===== config.mk =====
export PLATFORM = sky130hd
export DESIGN_NAME = ncs_cell
export DESIGN_NICKNAME = d
export VERILOG_FILES = /design/src/sv/ncs_pkg.sv /design/src/sv/ncs_cell.sv
export SDC_FILE = /design/constraint.sdc
export NUM_CORES = 1
export LEC_CHECK = 0
export ABC_AREA = 1
export BUFFER_PORTS_ARGS = -buffer_cell sky130_fd_sc_hd__buf_2
export CORE_AREA = 3 3 63 65
export DETAILED_ROUTE_END_ITERATION = 10
export DIE_AREA = 0 0 66 68
export GPL_ROUTABILITY_DRIVEN = 0
export GPL_TIMING_DRIVEN = 0
export PLACE_DENSITY_LB_ADDON = 0.05
export SLEW_MARGIN = 20
export SYNTH_ARGS = -nofsm -noshare
export SYNTH_HDL_FRONTEND = slang
export SYNTH_SLANG_ARGS = --single-unit

===== constraint.sdc =====
create_clock -name clk -period 2.25 [get_ports clk]
set_clock_uncertainty 0.2 [all_clocks]
set_input_delay 0.3375 -clock clk [delete_from_list [all_inputs] [get_ports clk]]
set_output_delay 0.3375 -clock clk [all_outputs]
set_load 0.02 [all_outputs]

===== src/sv/ncs_pkg.sv =====
// ncs_pkg: shared types and constants of the nearest-centroid search block
// field widths, action codes, sequencer states and the pipeline tag
// no dependencies
`default_nettype none

package ncs_pkg;

  localparam int CIDX_W    = 8;
  localparam int EIDX_W    = 7;
  localparam int ELEM_W    = 16;
  localparam int ACT_W     = 9;
  localparam int DIST_W    = 40;
  localparam int DIFF_W    = ELEM_W + 1;
  localparam int SQ_W      = 32;

  localparam logic [ACT_W-1:0]  ACT_RESET = 9'd256;
  localparam logic [DIST_W-1:0] DIST_MAX  = {DIST_W{1'b1}};

  localparam logic ACTION_LOAD  = 1'b0;
  localparam logic ACTION_QUERY = 1'b1;

  typedef enum logic [1:0] {
    ST_IDLE,
    ST_RUN,
    ST_FIN
  } ncs_state_t;

  // travels beside the centroid element through the difference pipeline
  typedef struct packed {
    logic valid;
    logic zero;
  } ncs_tag_t;

endpackage

`default_nettype wire


===== src/sv/ncs_cell.sv =====
// ncs_cell: one running-distance accumulator in the rotating chain
// depends on ncs_pkg
`default_nettype none

module ncs_cell import ncs_pkg::*; (
  input  wire logic              clk,
  input  wire logic              rst_n,
  input  wire logic              shift,
  input  wire logic [DIST_W-1:0] d_in,
  output      logic [DIST_W-1:0] d_out
);

  logic [DIST_W-1:0] dist_r;

  always_ff @(posedge clk) begin
    if (!rst_n) begin
      dist_r <= '0;
    end else if (shift) begin
      dist_r <= d_in;
    end
  end

  assign d_out = dist_r;

endmodule

`default_nettype wire


### Yosys cells after proc, flatten, opt, wreduce, memory -nomap -nowiden

Index checks and enable logic that the tools add are counted.

| word-level totals | value |
|---|---|
| flip-flop bits (word level) | 40 |
| bits of input ports | 43 |
| word-level logic and storage cells | 1 |

### Logic depth before layout (Yosys ltp)

| logic depth | value |
|---|---|
| depth after elaboration | 0 |
| gate-level depth with buffers | 5 |
| depth with buffers taken out | 4 |

### Worst setup path before layout

Ideal clock, no wire load.

| timing path | value |
|---|---|
| kind | input-to-reg |
| from | in shift |
| to | reg dist_r[0] (netlist: d_out[0]) |
| setup time | 113 ps |
| arrival | 741 ps |
| data required time | 1,937 ps |
| slack | 1,196 ps |
| cell stages on the path | 4 |
| path buffers | 2 |
| cells stage by stage | buf_6 buf_4 nor2_1 nor2_1 |

RTL lines:

| element | RTL line | RTL |
|---|---|---|
| start, declared | ncs_cell.sv:8 | `input wire logic shift,` |
| end signal, assigned | ncs_cell.sv:19 | `dist_r <= d_in;` |
| end, declared | ncs_cell.sv:13 | `logic [DIST_W-1:0] dist_r;` |

### Worst setup path after layout

| timing path | value |
|---|---|
| from | reg dist_r[23] (netlist: d_out[23]) |
| to | out d_out[23] |

RTL lines:

| element | RTL line | RTL |
|---|---|---|
| end, declared | ncs_cell.sv:10 | `output logic [DIST_W-1:0] d_out` |

No word-level cell between the ends.

==> results.tsv <==
metric	value	unit
clock sinks	40	
Final period util	62.2	%
RR Startpoint	d_out[15]	
cells after synthesis	253	
RSZ-0062 raised after global routing	no	
nets	383	
Primary FF master, synth	dfxtp_1	
# diodes	0	
Syn Nets	296	
Initial Util	48.9	%
Root Driver	clkbuf_4	
Worst-Skew Late Latency	0.34	ns
Post-Place Cell Area	0.00212	mm²
fin. max-slew vios	0	
Cell variety after synth	7	
hold_sp	d_in[22]	
Clk pwr share	26.0	%
CTS Buffer Depth	2	
total I/O pin count	83	
Chip Width	66	µm
port bufs	80	
number of global-route vias before repair	1331	
Post-synth top cells	nand2_1, nor2_1, dfxtp_1, inv_1, buf_6	
core region area	0.00339	mm²
Crit-path slowest cell	dfxtp_1	
Fmax achieved	715	MHz
Final Setup Violations	0	
Rel. slew slack	87.8	%
pre-CTS WS	1.14	ns
Async SR Flop Fraction	0	%
Setup CP Type	reg -> out	
sw frac	28.5	%
Resize count post-CTS	0	
final antenna-violating net count	0	
Worst Path Max Fanout	2	
fin crit period	1.40	ns
crit-path max cell delay	0.34	ns
Cells on Worst Hold Path	5	
#FFs+latches synth	40	
dpl hpwl	2.54	mm
Psw	410	µW
status	completed	
total congestion overflow	0	
Final Hold Viols	0	
max reg flops	40	
WHS Endpoint	d_out[22]	
fin util	64.2	%
first-pass GRT wire length	5.59	mm
Final Cell Area	0.00217	mm²
Worst-Margin Slew	0.183	ns
Seq pwr share	54.3	%
drt drc	0	
cell count of the worst reg-to-reg path	2	
TritonCTS clock tree	built	
top cell type's share of synthesized area	48.3	%
worst path bufs/invs	1	
Pwr Total	1.44	mW
routed vias/inst	4.11	
chip height	68	µm
wirelength, routed	3.46	mm
CP delay by family, top	flip-flops	
number of DRC markers in iteration 0	100	
post-DR wirelength/cell	8.93	µm
Max H-tree Level	2	
Placed Cells incl. Taps	379	
die footprint	0.00449	mm²
Synth area leaders	dfxtp_1, nand2_1, nor2_1	
Final WS setup	0.851	ns
largest net degree at the start of global routing	12	
Rows	21	
initial antenna violation count	0	
Layout Cells excl Fill	387	
mapped cell area	0.00166	mm²
setup bufs post-CTS	0	
Seq/Total Area, Yosys	48.3	%
first drt pass iteration count	4	
FF-to-FF setup slack	1.49	ns
Num CTS Buffers	5	
max-cap violations	0	
Crit path arrival time	0.86	ns
LEAKAGE	1.37	nW
r2r endpoint	d_out[15]	
Min Hold Slack	0.0709	ns
EDFF count, synth	0	
cell taking the most area after synthesis	dfxtp_1	
Syn Area/Cell	6.55	µm²
cells along the critical path	buf_2	
clk slew on worst S/H paths	0.11	ns
Internal	1.03	mW
Warnings, synthesis	0	
post-route setup TNS	0	ns
worst path required time	1.71	ns
Comb power frac	19.7	%
total number of vias	1591	
share of layout cells above drive strength 1	29.0	%
# hold bufs at CTS	0	
GRT Total Usage	16.4	%
Crit. End Element	output port	
worst min path class	in -> reg	
PD cells	660	mW/mm²
Peak VDD IR	0.459	mV
Area Overhead vs Synth	31.2	%
Setup crit start kind	register	
[final cells by class]
cell class / instances / area, µm²
inverters: 40 / 150
fillers: 365 / 1210
multi-input cells: 160 / 601
plain buffers: 13 / 106
repair buffers: 80 / 400
well taps: 46 / 57.6
clock buffers: 8 / 58.8
flip-flops and latches: 40 / 801
[worst reg2reg max path: stages (launching register included)]
cell and delay, ns:
dfxtp_1 0.33, nor2_1 0.09, nor2_1 0.05
[layout by cell type (no fill, tap or decap), drive strengths merged]
cell type | netlist | layout
inv | 40 | 40
nand2 | 80 | 80
buf | 13 | 93
clkbuf | 0 | 8
nor2 | 80 | 80
dfxtp | 40 | 40
[how the worst max path moves through the flow]
stage | start | endpoint | cells past startpoint
floorplan | shift | d_out[0] | 4
global placement | shift | d_out[18] | 4
detailed placement | shift | d_out[15] | 4
CTS | d_out[25] | d_out[25] | 1
global route | d_out[25] | d_out[25] | 1
finish | d_out[23] | d_out[23] | 1
[kinds of logic after synthesis]
| logic type | count (synthesis) | share of synthesized area, % |
|---|---|---|
| and+or+nand+nor | 160 | 36.2 |
| buffers and inverters | 53 | 15.5 |
| DFF | 40 | 48.3 |
[power by group through the flow]
stage | combinational [mW] | clock [mW] | sequential (mW)
2_1_floorplan | 0.121 | 0 | 0.858
3_3_place_gp | 0.283 | 0 | 0.796
3_5_place_dp | 0.288 | 0 | 0.796
4_1_cts | 0.288 | 0.387 | 0.781
5_1_grt | 0.318 | 0.411 | 0.787
6_report | 0.283 | 0.373 | 0.780
[layer usage]
metal | share of wire [%] | wire (µm) | track usage [%] | vias to the layer above
li1 | - | - | - | 880
met3 | 9.2 | 317 | 5.25 | 7
met4 | 1.9 | 64 | 8.38 | 0
met5 | 0 | 0 | 0 | -
met1 | 44 | 1510 | 18.3 | 652
met2 | 45 | 1570 | 28.0 | 52
(Power assumes the default switching activity.)
