File: src/sv/ncs_pkg.sv
// ncs_pkg: shared types and constants of the nearest-centroid search block
// field widths, action codes, sequencer states and the pipeline tag
// no dependencies
`default_nettype none

package ncs_pkg;

  localparam int CIDX_W    = 8;
  localparam int EIDX_W    = 7;
  localparam int ELEM_W    = 16;
  localparam int ACT_W     = 9;
  localparam int DIST_W    = 40;
  localparam int DIFF_W    = ELEM_W + 1;
  localparam int SQ_W      = 32;

  localparam logic [ACT_W-1:0]  ACT_RESET = 9'd256;
  localparam logic [DIST_W-1:0] DIST_MAX  = {DIST_W{1'b1}};

  localparam logic ACTION_LOAD  = 1'b0;
  localparam logic ACTION_QUERY = 1'b1;

  typedef enum logic [1:0] {
    ST_IDLE,
    ST_RUN,
    ST_FIN
  } ncs_state_t;

  // travels beside the centroid element through the difference pipeline
  typedef struct packed {
    logic valid;
    logic zero;
  } ncs_tag_t;

endpackage

`default_nettype wire

File: src/sv/ncs_sqdiff.sv
// ncs_sqdiff: two-stage difference and square of centroid and query elements
// depends on ncs_pkg
`default_nettype none

module ncs_sqdiff import ncs_pkg::*; (
  input  wire logic                     clk,
  input  wire logic                     rst_n,
  input  wire ncs_tag_t                 tag_i,
  input  wire logic signed [ELEM_W-1:0] cent,
  input  wire logic signed [ELEM_W-1:0] query,
  output      logic                     sq_valid,
  output      logic [SQ_W-1:0]          sq
);

  logic                     v1_r;
  logic                     v2_r;
  logic signed [DIFF_W-1:0] diff_r;
  logic signed [DIFF_W-1:0] diff_nxt;
  logic signed [2*DIFF_W-1:0] prod;
  logic [SQ_W-1:0]          sq_r;

  // an out-of-range element adds nothing
  assign diff_nxt = tag_i.zero ? '0 : ({cent[ELEM_W-1], cent} - {query[ELEM_W-1], query});
  assign prod     = diff_r * diff_r;

  always_ff @(posedge clk) begin
    if (!rst_n) begin
      v1_r <= 1'b0;
      v2_r <= 1'b0;
    end else begin
      v1_r <= tag_i.valid;
      v2_r <= v1_r;
    end
  end

  always_ff @(posedge clk) begin
    diff_r <= diff_nxt;
    // |diff| < 2^16, so the square fits in 32 bits
    sq_r   <= prod[SQ_W-1:0];
  end

  assign sq_valid = v2_r;
  assign sq       = sq_r;

endmodule

`default_nettype wire

File: config.mk
export PLATFORM = sky130hd
export DESIGN_NAME = ncs_sqdiff
export DESIGN_NICKNAME = d
export VERILOG_FILES = /design/src/sv/ncs_pkg.sv /design/src/sv/ncs_sqdiff.sv
export SDC_FILE = /design/constraint.sdc
export NUM_CORES = 1
export LEC_CHECK = 0
export BUFFER_PORTS_ARGS = -buffer_cell sky130_fd_sc_hd__buf_2
export CAP_MARGIN = 5
export CORE_ASPECT_RATIO = 2
export CORE_UTILIZATION = 49
export CTS_CLUSTER_SIZE = 12
export DETAILED_ROUTE_END_ITERATION = 16
export PLACE_DENSITY = 0.67
export REMOVE_ABC_BUFFERS = 1
export SYNTH_ARGS = -nofsm -noshare
export SYNTH_HDL_FRONTEND = slang
export SYNTH_SLANG_ARGS = --single-unit
File: constraint.sdc
create_clock -name clk -period 10.67 [get_ports clk]
set_input_delay 1.6005 -clock clk [delete_from_list [all_inputs] [get_ports clk]]
set_output_delay 1.6005 -clock clk [all_outputs]
set_load 0.03 [all_outputs]
=== After elaboration in Yosys (flattened, before gate mapping) ===
Index checks and enable logic that the tools add are counted.

* Input port bits: 36
* Output and inout bits: 33
* Flip-flop bits (word level): 51

* Add/subtract/negate cells: 1
* Multipliers: 1

{| class="wikitable"
|+ Operators with widths
! operator !! number
|-
| multiplier 17 x 17 -> 32 bit || 1
|-
| subtractor 16 x 16 -> 17 bit || 1
|}

=== Longest topological paths before layout ===
* Depth after elaboration: 1
* Mapped depth: 24
* Depth with buffers taken out: 23

=== Least setup slack after synthesis ===
Ideal clock, no wire load.

* Path type: register -> register
* From: reg diff_r[5]
* To: reg sq_r[30] (netlist: sq[30])
* Stages on the path, launching flop included: 24
* Clock period less this slack: 6.054 ns
* Data required time: 10.577 ns
* Arrival time: 5.961 ns
* Setup slack: 4.616 ns
* Buffers on the path: 2
* Path through: dfxtp_1 -> clkbuf_1 -> clkbuf_1 -> nand2_1 -> fa_1 -> inv_1 -> fa_1 -> inv_1 -> fa_1 -> inv_1 -> fa_1 -> fa_1 -> inv_1 -> fa_1 -> inv_1 -> ha_1 -> a21o_1 -> a21oi_1 -> nor3b_2 -> a31oi_4 -> a221oi_2 -> o311a_1 -> nor2_1 -> o311ai_2

* Word-level cells in the longest chain between the ends: 1

{| class="wikitable"
|+ Ends and longest elaborated chain
! item !! RTL line !! source
|-
| start, declared || ncs_sqdiff.sv:17 || <nowiki>logic signed [DIFF_W-1:0] diff_r;</nowiki>
|-
| start signal, assigned || ncs_sqdiff.sv:37 || <nowiki>diff_r <= diff_nxt;</nowiki>
|-
| multiplier 17 x 17 -> 32 bit || ncs_sqdiff.sv:24 || <nowiki>assign prod = diff_r * diff_r;</nowiki>
|-
| named net prod[30] || ncs_sqdiff.sv:19 || <nowiki>logic signed [2*DIFF_W-1:0] prod;</nowiki>
|-
| end signal, assigned || ncs_sqdiff.sv:39 || <nowiki>sq_r <= prod[SQ_W-1:0];</nowiki>
|-
| end, declared || ncs_sqdiff.sv:20 || <nowiki>logic [SQ_W-1:0] sq_r;</nowiki>
|}

The timed path passes the listed nets, and every way through them passes these cells.
A chain may end at the register's enable or synchronous reset.

=== Final worst setup path ===
* From: reg diff_r[7]
* To: reg sq_r[30] (netlist: sq[30])

Same word-level chain as after synthesis.

==> out/qor.yml <==
status:
  run_status: "completed"
sta:
  timing.final.crit_period_ns: 6.75
  maxClockFrequency_mhz: 148
  final.period_utilization: 0.633
  setup_violations: 0
  final_hold_violating_endpoints: 0
  maxSlewHeadroom: 0.443
  total_count_of_max_transition_violations_in_the_final_report: 0
  finalClockSkew_ns: 0.0104
  tightestPinTransition_ns: 0.834
  fin_tns_setup_ns: 0
  setup_repair_after_global_routing_missed_its_margin: "false"
worst_setup_path:
  worst_r2r_startpoint: "diff_r[7]"
  timing.critical_path.buf_inv: 6
  timing_worst_setup_path_type: "flop to flop"
  worst_setup_path_startpoint: "diff_r[7]"
  worst_ep_arrival_time_ns: 6.98
  worst-r2r-setup-slack_ns: 3.92
  reg2reg_depth: 22
  cpPeakStageDelay_ns: 0.84
  timing.critical_path.slowest_stage_cell: "dfxtp_1"
  critPathRequiredTime_ns: 10.90
  cpLargestDelayFamily: "adder cells"
  critPathLaunchType: "flop"
  cells_along_the_critical_path: "and2_1, inv_1, fa_1, inv_1, fa_1, inv_1, fa_1, inv_1, fa_1, fa_1, inv_1, fa_1, inv_1, ha_1, a211oi_1, nor2_1, o21ai_1, a31oi_4, a221oi_2, o311a_1, nor2_1, o311ai_2"
  r2r-end: "sq[30]"
  worst-path-max-fanout: 18
  worst_setup_path_end_kind: "flop"
power:
  max-vdd-ir-drop_mv: 0.233
  leakage_uw: 0.00652
  p_per_area_nw_per_um2: 261
floorplan:
  chipHeight_um: 216
  die_width_um: 109
  pin_count: 69
  initial_core_utilization: 0.497
  placementRows: 78
  fp.dieArea_um2: 23600
  core_region_area_um2: 22600
grt:
  grt_antenna_before_repair: 0
  global_route_wire_length_before_repair_um: 42900
  grt.total_usage: 0.241
  first_global_vias: 9163
  grt-ovfl-total: 0
  grt_start_max_net_pins: 32
synth:
  yosys.cell_types.count: 58
  netlist_top_cells_area: "fa_1 (46%), inv_1 (12%), ha_1 (11%), dfxtp_1 (8.9%), and2_1 (2.9%)"
  synth_top_area_cell: "fa_1"
  yosys_warnings: 0
  synth_flop_cell: "dfxtp_1"
  ys_seq_elements: 50
  syn_area_per_cell_um2: 9.40
  asyncSetResetFlopFracSynth: 0
  post_synth_inst_count: 1196
  share_of_the_yosys_chip_area_belonging_to_registers: 0.0890
  synthDominantCellAreaShare: 0.457
  netlist_area_um2: 11200
  synth_enable_flop_cells: 0
min_path:
  min_from: "v1_r"
  hold_path_depth: 1
  end_of_the_worst_hold_path: "sq_valid"
  worst_hold_path_type: "flop to flop"
route:
  vias: 7829
  drt_pre_antenna_iters: 6
  drt_iter0_markers: 246
  drt-total-wl_um: 25000
  final_antenna_net_count: 0
  avgViaCountPerCell: 5.12
  routed_wire_length_per_instance_um: 16.4
  drc: 0
finish:
  antenna_cells: 0
  synthToLayoutAreaGrowth_pct: 7.01
  final-instance-count-excl-fill: 1529
  share_of_cells_above_drive_strength_1: 0.0761
  finish.net_count: 1642
  nFillCells: 2111
clock_tree:
  ctsResizeCount: 0
  cts-root-buf: "clkbuf_16"
  clock_latency_ns: 0.32
  clock_path_buffers: 2
  cts.hold.buffers_added: 0
  cts_made_buffers: 5
  h-tree-depth: 2
  clock_tree_from_tritoncts: "done"
  postCtsSetupBuffers: 0
  path_clk_slew_ns: 0.08
  clock_sink_count: 50
placement:
  dp.cells: 1521
  detailed_place_hpwl_um: 22100
  io_buffer_count: 67
  gp_congestion: 0.943
job:
  maxCapViolCount: 0
==> per-stage QoR <==
| stage | hold slack [ns] | worst slack, ns | total power, µW | util | cell area [µm²] |
|---|---|---|---|---|---|
| 2_1_floorplan | 0.412 | 4.75 | 2330 | - | 11100 |
| 3_3_place_gp | 0.418 | 4.04 | 2920 | 0.524 | 11900 |
| 6_report | 0.441 | 3.92 | 3140 | 0.532 | 12000 |
| 3_5_place_dp | 0.431 | 3.89 | 2950 | 0.524 | 11900 |
| 4_1_cts | 0.449 | 3.86 | 3180 | 0.532 | 12000 |
| 5_1_grt | 0.471 | 3.55 | 3540 | 0.532 | 12000 |
==> cell usage in the layout (no fill, tap or decap), types with 12 or more instances in the layout <==
master / n
nand2_1: 87
nor3_1: 15
nor2_1: 58
nor2b_1: 15
fa_1: 257
ha_1: 101
and2_1: 53
dfxtp_1: 50
o21ai_0: 18
buf_2: 67
xnor2_1: 36
xor2_1: 12
inv_1: 351
a21oi_1: 23
==> power by group <==
group / total [µW] / internal (µW) / switching [µW]
registers: 333 / 283 / 49.9
logic: 2600 / 1070 / 1520
clock network: 207 / 118 / 89.0
==> worst max-delay path by stage <==
| stage | end | depth (start not counted) |
|---|---|---|
| 2_1_floorplan | sq[31] | 19 |
| 4_1_cts | sq[30] | 22 |
| 3_3_place_gp | sq[30] | 22 |
| 5_1_grt | sq[30] | 22 |
| 6_report | sq[30] | 22 |
| 3_5_place_dp | sq[30] | 22 |
==> layer usage <==
| layer | up-vias | wire length (µm) | global-route usage |
|---|---|---|---|
| met5 | - | 0 | 0 |
| met1 | 3959 | 7590 | 0.214 |
| li1 | 3617 | - | - |
| met2 | 154 | 15100 | 0.486 |
| met4 | 0 | 1770 | 0.160 |
| met3 | 99 | 508 | 0.0202 |
==> state kept, by name, summed over array words and instances (netlist names) <==
signal    flops
diff_r       17
v1_r          1
sq_valid      1
sq           31
==> logic make-up (layout without fill, tap and decap cells) <==
family / count (synthesis) / after routing / share of synthesized area
muxes: 1 / 1 / 0.00100
buffers and inverters: 376 / 429 / 0.126
DFF: 50 / 50 / 0.0890
other: 1 / 1 / 0.000333
xor gates and xnor gates: 48 / 48 / 0.0374
AOI/OAI and AO/OA: 95 / 95 / 0.0602
and+or+nand+nor: 267 / 267 / 0.116
adders and majority gates: 358 / 358 / 0.570
==> cell usage after synthesis (2+ instances only) <==
| library cell | instances |
|---|---|
| a31oi_1 | 3 |
| xnor2_1 | 36 |
| o21ai_1 | 3 |
| a31oi_4 | 2 |
| or3_1 | 5 |
| a21o_1 | 7 |
| clkbuf_1 | 24 |
| a31o_2 | 2 |
| nor4_1 | 2 |
| o21ai_0 | 18 |
| o211ai_1 | 3 |
| nor2b_1 | 15 |
| nand2_1 | 87 |
| o21a_1 | 9 |
| a311oi_1 | 2 |
| nand3_1 | 7 |
| dfxtp_1 | 50 |
| nor2_1 | 58 |
| ha_1 | 101 |
| a211oi_1 | 6 |
| or2_2 | 3 |
| and4_1 | 2 |
| and3_1 | 3 |
| nor3_1 | 15 |
| nor3b_1 | 2 |
| fa_1 | 257 |
| inv_1 | 351 |
| and2_1 | 53 |
| nand2b_1 | 8 |
| xor2_1 | 12 |
| a21oi_1 | 23 |
==> layout make-up <==
| type | count | area (µm²) | share of cell area |
|---|---|---|---|
| clock buffer | 6 | 139 | 0.0115 |
| clock inverter | 2 | 38.8 | 0.00322 |
| inverter | 351 | 1320 | 0.109 |
| multi-input combinational | 770 | 8830 | 0.734 |
| sequential | 50 | 1000 | 0.0832 |
| tap | 280 | 350 | 0.0291 |
| timing repair buffer | 70 | 358 | 0.0297 |
Power figures use the tool's default switching activity.
